### config.mk
export PLATFORM = sky130hd
export DESIGN_NAME = burst_beacon_scheduler_unit
export DESIGN_NICKNAME = d
export VERILOG_FILES = /design/src/design/bbs_pkg.sv /design/src/design/bbs_div.sv /design/src/design/burst_beacon_scheduler_unit.sv
export SDC_FILE = /design/constraint.sdc
export NUM_CORES = 1
export LEC_CHECK = 0
export CAP_MARGIN = 10
export CORE_ASPECT_RATIO = 0.8
export CORE_MARGIN = 2
export CORE_UTILIZATION = 39
export CTS_BUF_LIST = sky130_fd_sc_hd__clkbuf_4
export DETAILED_ROUTE_END_ITERATION = 6
export DONT_BUFFER_PORTS = 1
export PLACE_DENSITY = 0.52
export SYNTH_ARGS = -nofsm -noshare
export SYNTH_HDL_FRONTEND = slang
export SYNTH_SLANG_ARGS = --single-unit
### constraint.sdc
create_clock -name clk_i -period 6.4 [get_ports clk_i]
set_input_delay 0.96 -clock clk_i [delete_from_list [all_inputs] [get_ports clk_i]]
set_output_delay 0.96 -clock clk_i [all_outputs]
set_load 0.01 [all_outputs]
### src/design/bbs_pkg.sv
// burst beacon scheduler package: word types, codes and fixed constants
// shared by the serial divider and the top level; depends on nothing
package bbs_pkg;

  localparam int unsigned NowW    = 32;
  localparam int unsigned StampW  = 64;
  localparam int unsigned LenW    = 8;
  localparam int unsigned SpanW   = 16;
  localparam int unsigned CfgIdxW = 8;
  localparam int unsigned CfgDatW = 32;

  localparam logic [SpanW-1:0] MinIntervalMs = SpanW'(20);

  localparam logic [NowW-1:0]  PeriodReset = NowW'(1000);
  localparam logic [LenW-1:0]  BurstReset  = LenW'(1);

  // configuration register indexes
  localparam logic [CfgIdxW-1:0] CfgPeriod = CfgIdxW'(0);
  localparam logic [CfgIdxW-1:0] CfgBurst  = CfgIdxW'(1);
  localparam logic [CfgIdxW-1:0] CfgSpan   = CfgIdxW'(2);
  localparam logic [CfgIdxW-1:0] CfgDrop   = CfgIdxW'(3);

  typedef enum logic [1:0] {
    KIND_TICK   = 2'd0,
    KIND_START  = 2'd1,
    KIND_STOP   = 2'd2,
    KIND_ANCHOR = 2'd3
  } bbs_kind_e;

  typedef enum logic [2:0] {
    S_IDLE,
    S_DIV,
    S_PERIOD,
    S_SEND,
    S_DONE
  } bbs_state_e;

  typedef struct packed {
    logic [1:0]        kind;
    logic [NowW-1:0]   now_ms;
    logic [StampW-1:0] anchor_value_ms;
  } bbs_in_t;

  typedef struct packed {
    logic              send_now;
    logic [StampW-1:0] stamp_ms;
    logic              is_running;
    logic [LenW-1:0]   sends_left;
  } bbs_out_t;

  typedef struct packed {
    logic             start;
    logic [SpanW-1:0] dividend;
    logic [LenW-1:0]  divisor;
  } bbs_div_req_t;

  typedef struct packed {
    logic             done;
    logic [SpanW-1:0] quotient;
  } bbs_div_rsp_t;

endpackage

### src/design/bbs_div.sv
// bit-serial restoring divider, one quotient bit per cycle
// uses bbs_pkg for widths and the request/response structs
module bbs_div (
  input  logic                 clk_i,
  input  logic                 rst_ni,
  input  bbs_pkg::bbs_div_req_t req_i,
  output bbs_pkg::bbs_div_rsp_t rsp_o
);

  localparam int unsigned CntW = $clog2(bbs_pkg::SpanW);

  logic                      run_q, run_d;
  logic                      done_q, done_d;
  logic [CntW-1:0]           cnt_q, cnt_d;
  logic [bbs_pkg::SpanW-1:0] quo_q, quo_d;
  logic [bbs_pkg::LenW-1:0]  rem_q, rem_d;
  logic [bbs_pkg::LenW-1:0]  dvs_q, dvs_d;

  logic [bbs_pkg::LenW:0]    shifted;
  logic [bbs_pkg::LenW:0]    diff;
  logic                      qbit;

  always_comb begin
    shifted = {rem_q, quo_q[bbs_pkg::SpanW-1]};
    diff    = shifted - {1'b0, dvs_q};
    qbit    = (shifted >= {1'b0, dvs_q});
  end

  always_comb begin
    run_d  = run_q;
    done_d = 1'b0;
    cnt_d  = cnt_q;
    quo_d  = quo_q;
    rem_d  = rem_q;
    dvs_d  = dvs_q;
    if (req_i.start) begin
      run_d = 1'b1;
      cnt_d = '0;
      quo_d = req_i.dividend;
      rem_d = '0;
      dvs_d = req_i.divisor;
    end else if (run_q) begin
      rem_d = qbit ? diff[bbs_pkg::LenW-1:0] : shifted[bbs_pkg::LenW-1:0];
      quo_d = {quo_q[bbs_pkg::SpanW-2:0], qbit};
      cnt_d = cnt_q + CntW'(1);
      if (cnt_q == CntW'(bbs_pkg::SpanW - 1)) begin
        run_d  = 1'b0;
        done_d = 1'b1;
      end
    end
  end

  always_ff @(posedge clk_i or negedge rst_ni) begin
    if (!rst_ni) begin
      run_q  <= 1'b0;
      done_q <= 1'b0;
      cnt_q  <= '0;
    end else begin
      run_q  <= run_d;
      done_q <= done_d;
      cnt_q  <= cnt_d;
    end
  end

  always_ff @(posedge clk_i) begin
    quo_q <= quo_d;
    rem_q <= rem_d;
    dvs_q <= dvs_d;
  end

  assign rsp_o.done     = done_q;
  assign rsp_o.quotient = quo_q;

endmodule

### src/design/burst_beacon_scheduler_unit.sv
// burst beacon scheduler top level: config registers, sequencer, output register
// depends on bbs_pkg and bbs_div
//
//   channel  direction  handshake            word
//   in       input      in_valid_i/in_stall_o   bbs_in_t
//   out      output     out_valid_o/out_stall_i bbs_out_t
//   cfg      input      cfg_valid_i/cfg_ready_o index + 32-bit data
//
// stop, set-anchor and stopped-tick words go straight to the result load; a
// running tick steps through compare period, compare send, load result; a start
// waits on the 16 serial divider steps that turn span into a send interval
// reset clears all scheduler state and loads the register defaults
// a finished result waits in the output register; the next word is taken
// meanwhile, and the sequencer holds in its last step while both are full
module burst_beacon_scheduler_unit (
  input  logic                         clk_i,
  input  logic                         rst_ni,
  input  logic                         in_valid_i,
  output logic                         in_stall_o,
  input  bbs_pkg::bbs_in_t             in_word_i,
  output logic                         out_valid_o,
  input  logic                         out_stall_i,
  output bbs_pkg::bbs_out_t            out_word_o,
  input  logic                         cfg_valid_i,
  output logic                         cfg_ready_o,
  input  logic [bbs_pkg::CfgIdxW-1:0]  cfg_index_i,
  input  logic [bbs_pkg::CfgDatW-1:0]  cfg_data_i
);

  // configuration registers
  logic [bbs_pkg::NowW-1:0]  period_q;
  logic [bbs_pkg::LenW-1:0]  burst_cfg_q;
  logic [bbs_pkg::SpanW-1:0] span_q;
  logic                      drop_q;

  // scheduler state
  logic                       running_q;
  logic [bbs_pkg::NowW-1:0]   next_period_q;
  logic [bbs_pkg::LenW-1:0]   burst_left_q;
  logic [bbs_pkg::NowW-1:0]   next_send_q;
  logic [bbs_pkg::SpanW-1:0]  interval_q;
  logic [bbs_pkg::StampW-1:0] anchor_abs_q;
  logic [bbs_pkg::NowW-1:0]   anchor_tick_q;

  // per-word working registers
  logic [bbs_pkg::NowW-1:0]   now_q;
  logic [bbs_pkg::NowW-1:0]   elapsed_q;
  logic                       send_q;
  logic [bbs_pkg::StampW-1:0] stamp_q;

  logic                       out_valid_q;
  bbs_pkg::bbs_out_t          out_word_q;

  bbs_pkg::bbs_state_e state_q, state_d;

  logic                      in_accept;
  logic                      out_load;
  logic                      div_start;
  logic [bbs_pkg::LenW-1:0]  eff_len;
  logic [bbs_pkg::SpanW-1:0] interval_new;
  bbs_pkg::bbs_div_req_t     div_req;
  bbs_pkg::bbs_div_rsp_t     div_rsp;

  // zero burst length counts as one
  assign eff_len = (burst_cfg_q == '0) ? bbs_pkg::BurstReset : burst_cfg_q;

  assign interval_new = (div_rsp.quotient < bbs_pkg::MinIntervalMs) ?
                        bbs_pkg::MinIntervalMs : div_rsp.quotient;

  assign div_req.start    = div_start;
  assign div_req.dividend = span_q;
  assign div_req.divisor  = eff_len;

  bbs_div u_div (
    .clk_i  (clk_i),
    .rst_ni (rst_ni),
    .req_i  (div_req),
    .rsp_o  (div_rsp)
  );

  // next state
  always_comb begin
    state_d = state_q;
    unique case (state_q)
      bbs_pkg::S_IDLE: begin
        if (in_valid_i) begin
          unique case (in_word_i.kind)
            bbs_pkg::KIND_START: state_d = bbs_pkg::S_DIV;
            bbs_pkg::KIND_TICK:  state_d = running_q ? bbs_pkg::S_PERIOD : bbs_pkg::S_DONE;
            default:             state_d = bbs_pkg::S_DONE;
          endcase
        end
      end
      bbs_pkg::S_DIV: begin
        if (div_rsp.done) begin
          state_d = bbs_pkg::S_DONE;
        end
      end
      bbs_pkg::S_PERIOD: state_d = bbs_pkg::S_SEND;
      bbs_pkg::S_SEND:   state_d = bbs_pkg::S_DONE;
      bbs_pkg::S_DONE: begin
        if (!out_valid_q || !out_stall_i) begin
          state_d = bbs_pkg::S_IDLE;
        end
      end
      default: state_d = bbs_pkg::S_IDLE;
    endcase
  end

  // sequencer outputs
  always_comb begin
    in_stall_o = 1'b1;
    div_start  = 1'b0;
    out_load   = 1'b0;
    unique case (state_q)
      bbs_pkg::S_IDLE: begin
        in_stall_o = 1'b0;
        div_start  = in_valid_i && (in_word_i.kind == bbs_pkg::KIND_START);
      end
      bbs_pkg::S_DONE: out_load = !out_valid_q || !out_stall_i;
      default: ;
    endcase
  end

  assign in_accept   = in_valid_i && !in_stall_o;
  assign cfg_ready_o = 1'b1;

  always_ff @(posedge clk_i or negedge rst_ni) begin
    if (!rst_ni) begin
      state_q <= bbs_pkg::S_IDLE;
    end else begin
      state_q <= state_d;
    end
  end

  // configuration writes
  always_ff @(posedge clk_i or negedge rst_ni) begin
    if (!rst_ni) begin
      period_q    <= bbs_pkg::PeriodReset;
      burst_cfg_q <= bbs_pkg::BurstReset;
      span_q      <= '0;
      drop_q      <= 1'b0;
    end else if (cfg_valid_i && cfg_ready_o) begin
      unique case (cfg_index_i)
        bbs_pkg::CfgPeriod: period_q    <= cfg_data_i;
        bbs_pkg::CfgBurst:  burst_cfg_q <= cfg_data_i[bbs_pkg::LenW-1:0];
        bbs_pkg::CfgSpan:   span_q      <= cfg_data_i[bbs_pkg::SpanW-1:0];
        bbs_pkg::CfgDrop:   drop_q      <= cfg_data_i[0];
        default: ;
      endcase
    end
  end

  // scheduler state updates, one step per sequencer state
  always_ff @(posedge clk_i or negedge rst_ni) begin
    if (!rst_ni) begin
      running_q     <= 1'b0;
      next_period_q <= '0;
      burst_left_q  <= '0;
      next_send_q   <= '0;
      interval_q    <= '0;
      anchor_abs_q  <= '0;
      anchor_tick_q <= '0;
    end else begin
      unique case (state_q)
        bbs_pkg::S_IDLE: begin
          if (in_accept) begin
            unique case (in_word_i.kind)
              bbs_pkg::KIND_STOP: running_q <= 1'b0;
              bbs_pkg::KIND_ANCHOR: begin
                anchor_abs_q  <= in_word_i.anchor_value_ms;
                anchor_tick_q <= in_word_i.now_ms;
              end
              default: ;
            endcase
          end
        end
        bbs_pkg::S_DIV: begin
          // start lands once the interval is known
          if (div_rsp.done) begin
            running_q     <= 1'b1;
            next_period_q <= now_q;
            interval_q    <= interval_new;
            burst_left_q  <= '0;
            next_send_q   <= now_q;
          end
        end
        bbs_pkg::S_PERIOD: begin
          if (now_q >= next_period_q) begin
            next_period_q <= now_q + period_q;
            if (!drop_q) begin
              burst_left_q <= eff_len;
              next_send_q  <= now_q;
            end
          end
        end
        bbs_pkg::S_SEND: begin
          if ((burst_left_q != '0) && (now_q >= next_send_q)) begin
            burst_left_q <= burst_left_q - bbs_pkg::LenW'(1);
            next_send_q  <= next_send_q + bbs_pkg::NowW'(interval_q);
          end
        end
        default: ;
      endcase
    end
  end

  // per-word working registers
  always_ff @(posedge clk_i or negedge rst_ni) begin
    if (!rst_ni) begin
      send_q <= 1'b0;
    end else if (in_accept) begin
      send_q <= 1'b0;
    end else if (state_q == bbs_pkg::S_SEND) begin
      send_q <= (burst_left_q != '0) && (now_q >= next_send_q);
    end
  end

  always_ff @(posedge clk_i) begin
    if (in_accept) begin
      now_q   <= in_word_i.now_ms;
      stamp_q <= '0;
    end else if (state_q == bbs_pkg::S_PERIOD) begin
      // elapsed ticks wrap modulo the counter width
      elapsed_q <= now_q - anchor_tick_q;
    end else if (state_q == bbs_pkg::S_SEND) begin
      if ((burst_left_q != '0) && (now_q >= next_send_q)) begin
        stamp_q <= anchor_abs_q + bbs_pkg::StampW'(elapsed_q);
      end
    end
  end

  // output register, loaded when empty or being drained
  always_ff @(posedge clk_i or negedge rst_ni) begin
    if (!rst_ni) begin
      out_valid_q <= 1'b0;
    end else if (out_load) begin
      out_valid_q <= 1'b1;
    end else if (!out_stall_i) begin
      out_valid_q <= 1'b0;
    end
  end

  always_ff @(posedge clk_i) begin
    if (out_load) begin
      out_word_q.send_now   <= send_q;
      out_word_q.stamp_ms   <= stamp_q;
      out_word_q.is_running <= running_q;
      out_word_q.sends_left <= burst_left_q;
    end
  end

  assign out_valid_o = out_valid_q;
  assign out_word_o  = out_word_q;

endmodule
# Yosys cells after proc, flatten, opt, wreduce, memory -nomap -nowiden
# Cells that the tools add are included.
# totals
regBits	487
wordCells	130
inputBits	143
# op_classes
n_eq_ne	20
bitwise	2
magnitude_cmp	4
mux	42
add_sub_neg	7
n_reduce_logical	28
# op_table
operator	count
$mux 32	5
$pmux 32 s3	1
$add 64x32->64	1
$ge 32x32->1	2
$pmux 32 s2	1
$mux 16	3
$mux 8	6
$add 32x16->32	1
$add 32x32->32	1
$sub 32x32->32	1
$pmux 8 s3	1
$eq 8x2->1 const B	2
$logic_not 8->1	2
$lt 16x5->1 const B	1
$mux 1	16
$pmux 3 s5	1
$mux 3	4
$ne 2x2->1 const B	6
$reduce_and 2->1	6
$reduce_and 3->1	4
$ge 9x8->1	1
$eq 8x1->1 const B	1
$mux 4	2
$reduce_bool 2->1	4
22 further kinds	30

# Longest topological paths before layout
# depth
ltp_word	5
depth_mapped	14
depth_no_buf	13

# Modules after synthesis
# From an unflattened synthesis, not the netlist that was laid out.
# unflattened
cells_unflattened	2530
hier_area_um2	26554.2
# by_module_without_submodules
module	area_per_inst_um2	instances	cells_per_inst
burst_beacon_scheduler_unit	24521.0	1	2358
bbs_div	2033.2	1	172

# Worst setup path after synthesis
# Ideal clock, no wire load.
# synth_path
kind	input-to-reg
from	in out_stall_i
to	reg out_word_q (netlist bit out_word_o[0]) (enable)
arrival_ps	4568
cell_stages	1
required_ps	5870
setup_slack_ps	1302
cell_sequence	a21oi_1
# synth_via
elab_chain_len	3
# synth_rtl
item	line	rtl
start: declaration	burst_beacon_scheduler_unit.sv:22	input logic out_stall_i,
$logic_not 1->1	n/a	
$logic_or 1x1->1	burst_beacon_scheduler_unit.sv:120	bbs_pkg::S_DONE: out_load = !out_valid_q || !out_stall_i;
$mux 1	burst_beacon_scheduler_unit.sv:115	unique case (state_q)
end: declaration	burst_beacon_scheduler_unit.sv:52	bbs_pkg::bbs_out_t out_word_q;
# Every way passes these cells.
# A chain may end at the register's enable or synchronous reset.

# Worst setup path after layout
# layout_path
from	reg now_q[6] (netlist name)
to	reg stamp_q[21] (netlist name)
# layout_via
elab_chain_len	3
# layout_rtl
item	line	rtl
start: declaration	burst_beacon_scheduler_unit.sv:46	logic [bbs_pkg::NowW-1:0] now_q;
start signal: assignment	burst_beacon_scheduler_unit.sv:221	now_q <= in_word_i.now_ms;
$ge 32x32->1	burst_beacon_scheduler_unit.sv:227	if ((burst_left_q != '0) && (now_q >= next_send_q)) begin
$logic_and 1x1->1	burst_beacon_scheduler_unit.sv:227	
$reduce_and 3->1 (no line)	n/a	
end signal: assignment	burst_beacon_scheduler_unit.sv:228	stamp_q <= anchor_abs_q + bbs_pkg::StampW'(elapsed_q);
end: declaration	burst_beacon_scheduler_unit.sv:49	logic [bbs_pkg::StampW-1:0] stamp_q;
# Every way passes these cells.

==> metrics.md <==
| Metric | Value |
|---|---|
| Count of distinct cell types in the synthesized netlist | 94 |
| Top post-synthesis cells by area | sky130_fd_sc_hd__dfrtp_1, sky130_fd_sc_hd__edfxtp_1, sky130_fd_sc_hd__ha_1 |
| Sequential Power Share | between 30% and 40% |
| Critical path cell sequence | ha_1, nand3_1, o221ai_1, a21oi_1, o21ai_1, a221oi_1, o2111a_1, o31ai_4, buf_4, buf_4, mux2i_1, nor2_1 |
| CP max-delay cell | sky130_fd_sc_hd__buf_4 |
| First-pass detailed-route iteration total | 5 |
| Share of total power in combinational logic | a little under two fifths |
| Number of global-route vias before repair | 19,520 |
| Cell area after synthesis | around 26,000 sq um |
| Actual transition at the worst max-transition pin | 907.6 ps |
| Fraction of registers with async set or reset after synthesis | between 50% and 60% |
| Switching Fraction | between 30% and 40% |
| Sequential cell area fraction in the yosys report | 48.10% |
| Total setup buffers inserted after CTS | 0 |
| Row Count | 85 |
| Most used DFF post-synth | sky130_fd_sc_hd__dfrtp_1 |
| Clock tree root buffer cell | sky130_fd_sc_hd__clkbuf_4 |
| CTS clk-pin slew, worst paths | roughly 80 ps |
| Kind of launch point of the worst setup path | flip-flop |
| Total leakage power | 12.91 nW |
| Layout net count | just under 3,000 |
| Die ar. | around 70,000 sq um |
| Final TNS setup | 0 ps |
| Top cell type by total area after synthesis | sky130_fd_sc_hd__dfrtp_1 |
| Critical Path End Type | flip-flop |
| Die height | between 200 and 250 um |
| Wire length of the first global-routing pass | between 100,000 and 150,000 um |
| Routed WL | 70,670 um |
| Proportion of netlist area held by the largest area contributor | between 20% and 30% |
| Detailed-route wire length per cell | 19.47 um |
| GR Overflow Total | 0 |
| Antenna Violating Nets Remaining | 0 |
| Peak fanout along the critical path | 78 |
| Max IR drop VDD | between 0.15 and 0.2 mV |
| Number of DRC violations after detailed routing | 0 |
| Number of sinks driven by the clock tree | about 500 |
| Register-to-register path setup slack | between 2000 and 2500 ps |
| Core footprint | 67,000 sq um |
| Status | complete, no violations |
| Growth of design area from synthesis to finish | 13.24% |
| Pin count of the biggest net entering global routing | 254 |
| Power share of the clock group | 23.9% |
| Number of buffers created by CTS | ~140 |
| Via count normalized by instance count | between 5 and 6 |
| DIE WIDTH | 294.3 um |
| Cell Int Power | about 8 mW |
| Detailed placer's ending HPWL | around 50,000 um |
| Hold endpoint | anchor_abs_q[15] |
| Gate count after technology mapping | 2,515 |
| Register bit count reported by yosys | just under 500 |
| Shortest period the worst path allows | around 4000 ps |
| Worst reg2reg endpoint | stamp_q[21] |
| TritonCTS clock tree | built |
| CTS HTree Levels | 4 |
| Slowest stage delay, CP | around 700 ps |
| Top Ports | 220 |
| Length in cells of the worst reg-to-reg path | 12 |
| Final number of setup-violating endpoints | 0 |
| Launch instance of the worst min-delay path | in_word_i[15] |
| Worst hold path type | primary input to flip-flop |
| Initial standard-cell utilization of the core | about two fifths |
| Data required time at the worst endpoint | approximately 7300 ps |
| Arrival time of data at the critical path endpoint | about 4800 ps |
| Synth warnings | 0 |
| Crit path top cell by count | sky130_fd_sc_hd__buf_4 |
| Number of cells on the worst hold path | 1 |
| Detailed-route via count | roughly 20,000 |
| FILL cells | between 6,000 and 7,000 |
| Top post-synthesis cells by count | sky130_fd_sc_hd__dfrtp_1, sky130_fd_sc_hd__nand2_1, sky130_fd_sc_hd__ha_1 |
| Power Density | approximately 440 nW/um^2 |
| Global router's overall resource usage | around a fifth |
| Fin crit share | between 60% and 70% |
| Later-pin clock latency in the skew report | 1040 ps |
| Unrepaired setup endpoints after global routing | no |
| Net switching power | 4.924 mW |
| Final Skew | just under 90 ps |
| Hold Fails Final Rpt | 0 |
| Max clock buf depth | 3 |
| Most frequent cell after synthesis | sky130_fd_sc_hd__dfrtp_1 |
| Worst Hold Margin | between 100 and 150 ps |
| Count of input and output buffers | 0 |
| Fraction of layout cells with a size suffix above 1 | about 16% |
| Headroom to the max-slew limit | between 30% and 40% |
| Number of max-cap violations | 0 |
| Initial DRC Count | roughly 1,200 |
| Final GP Congestion | around 0.91 |
| Mean instance size in the synthesized netlist | about 10 sq um |
| Slew Viols, Final | 0 |
| Count of cells resized by post-cts repair | 0 |
| Critical R2R Launch | now_q[6] |
| Net count after synthesis | approximately 2,800 |
| Worst setup path class | flip-flop to flip-flop |
| Initial antenna violation count | 3 |
| Post-synth EDFFs | between 150 and 200 |
| FMAX | roughly 260 MHz |
-- power groups by stage --
stage / Clock (mW) / Sequential, mW / Combinational [mW]
floorplan: 0 / 4.79 / 3.77
global placement: 0 / 5.05 / 4.61
detailed placement: 0 / 5.08 / 4.71
CTS: 3.21 / 5.02 / 4.82
global route: 3.38 / 5.14 / 5.47
finish: 3.09 / 5.03 / 4.83
-- cell families after synthesis --
group                    after synthesis  share of synthesized area, %
flip-flops                           487                         48.10
multiplexers                         188                         7.891
other                                  1                       0.01426
adder cells (fa/ha/maj)              190                         9.185
AO/OA/AOI/OAI                        646                         15.70
buffers and inverters                255                         3.755
XOR/XNOR                             128                         4.264
AND/OR/NAND/NOR                      620                         11.09
-- critical path, delay by kind of cell, from the launching register on --
kind                       cells  cell delay (ps)
AOI/OAI and AO/OA              6             1220
buffers and inverters          2             1090
DFF                            1              520
adders and majority gates      1              360
muxes                          1              270
and+or+nand+nor                2              140
-- layer usage --
layer / global-route usage (%) / routed length (um)
met3: 4.994 / 4559
met4: 6.803 / 1442
met1: 30.37 / 35330
met2: 29.57 / 29340
met5: 0 / 0
-- sequential cells by signal, summed over array words and instances (netlist names), 3 cells and up --
name / cells
out_word_o: 74
now_q: 32
stamp_q: 64
interval_q: 16
period_q: 32
u_div.rem_q: 8
u_div.dvs_q: 8
u_div.cnt_q: 4
u_div.quo_q: 16
burst_left_q: 8
next_period_q: 32
anchor_tick_q: 32
elapsed_q: 32
next_send_q: 32
span_q: 16
state_q: 3
burst_cfg_q: 8
anchor_abs_q: 64
-- cell type report --
| class | count | area [sq um] | area share, % |
|---|---|---|---|
| Antenna cell | 15 | 37.54 | 0.1261 |
| Clock buffer | 206 | 1546 | 5.195 |
| Clock inverter | 47 | 341.6 | 1.147 |
| Inverter | 146 | 548.0 | 1.841 |
| Multi-Input combinational cell | 1773 | 12710 | 42.70 |
| Sequential cell | 487 | 12650 | 42.48 |
| Tap cell | 870 | 1089 | 3.656 |
| Timing Repair Buffer | 86 | 850.8 | 2.858 |
-- how the worst max path moves through the flow --
stage                startpoint          endpoint  slack (ps)  cells past startpoint
global route           now_q[6]        stamp_q[6]        2220                     12
finish                 now_q[6]       stamp_q[21]        2480                     12
global placement     in_valid_i  anchor_abs_q[32]        2610                      6
detailed placement     now_q[6]       stamp_q[15]        2550                     12
floorplan           out_stall_i     out_word_o[0]        1300                      1
CTS                    now_q[6]       stamp_q[15]        2460                     12
-- per-stage QoR --
step / cells / setup slack (ps) / instance area [sq um] / utilization [%] / total power, mW
after global placement: 3294 / 2612 / 27130 / 40.49 / 9.660
after detailed placement: 3294 / 2546 / 27130 / 40.49 / 9.786
final: 3630 / 2483 / 29770 / 44.43 / 12.95
after global routing: 3620 / 2224 / 29750 / 44.40 / 13.99
after floorplan: 2515 / 1302 / 26290 / - / 8.563
after CTS: 3613 / 2459 / 29700 / 44.32 / 13.05
-- layout by cell type (no fill, tap or decap), types with 12 or more instances in the layout --
cell type                       synthesis  routed
sky130_fd_sc_hd__o21bai_1              13      13
sky130_fd_sc_hd__nand4_1               28      28
sky130_fd_sc_hd__dlygate4sd3_1          0      66
sky130_fd_sc_hd__o211ai_1              14      14
sky130_fd_sc_hd__dfrtp_1              246     246
sky130_fd_sc_hd__a21o_1                77      77
sky130_fd_sc_hd__and2_1                12      12
sky130_fd_sc_hd__nand2b_1              22      22
sky130_fd_sc_hd__o21ai_1               15      15
sky130_fd_sc_hd__diode_2                0      15
sky130_fd_sc_hd__o21a_1                36      35
sky130_fd_sc_hd__clkbuf_4               0     206
sky130_fd_sc_hd__inv_1                144     144
sky130_fd_sc_hd__nor3_1                34      33
sky130_fd_sc_hd__o21ai_0              149     149
sky130_fd_sc_hd__xor2_1                53      53
sky130_fd_sc_hd__dfxtp_1               72      72
sky130_fd_sc_hd__nor2b_1               18      18
sky130_fd_sc_hd__nand3_1               45      44
sky130_fd_sc_hd__mux2i_1               34      34
sky130_fd_sc_hd__xnor2_1               75      75
sky130_fd_sc_hd__ha_1                 185     185
sky130_fd_sc_hd__nand2_1              230     230
sky130_fd_sc_hd__clkinv_1               2      26
sky130_fd_sc_hd__buf_4                  1      18
sky130_fd_sc_hd__a21oi_1              178     177
sky130_fd_sc_hd__a211oi_1              31      31
sky130_fd_sc_hd__a31oi_1               32      32
sky130_fd_sc_hd__edfxtp_1             162     162
sky130_fd_sc_hd__nor2_1               156     155
sky130_fd_sc_hd__and3_1                19      19
sky130_fd_sc_hd__mux2_2               153     153
-- what timing repair did --
item / in CTS / in global routing
endpoints found under the setup margin: 0 / 0
hold buffers: 66 / 1
hold endpoints to repair: 334 / 76
Power figures use the tool's default switching activity.
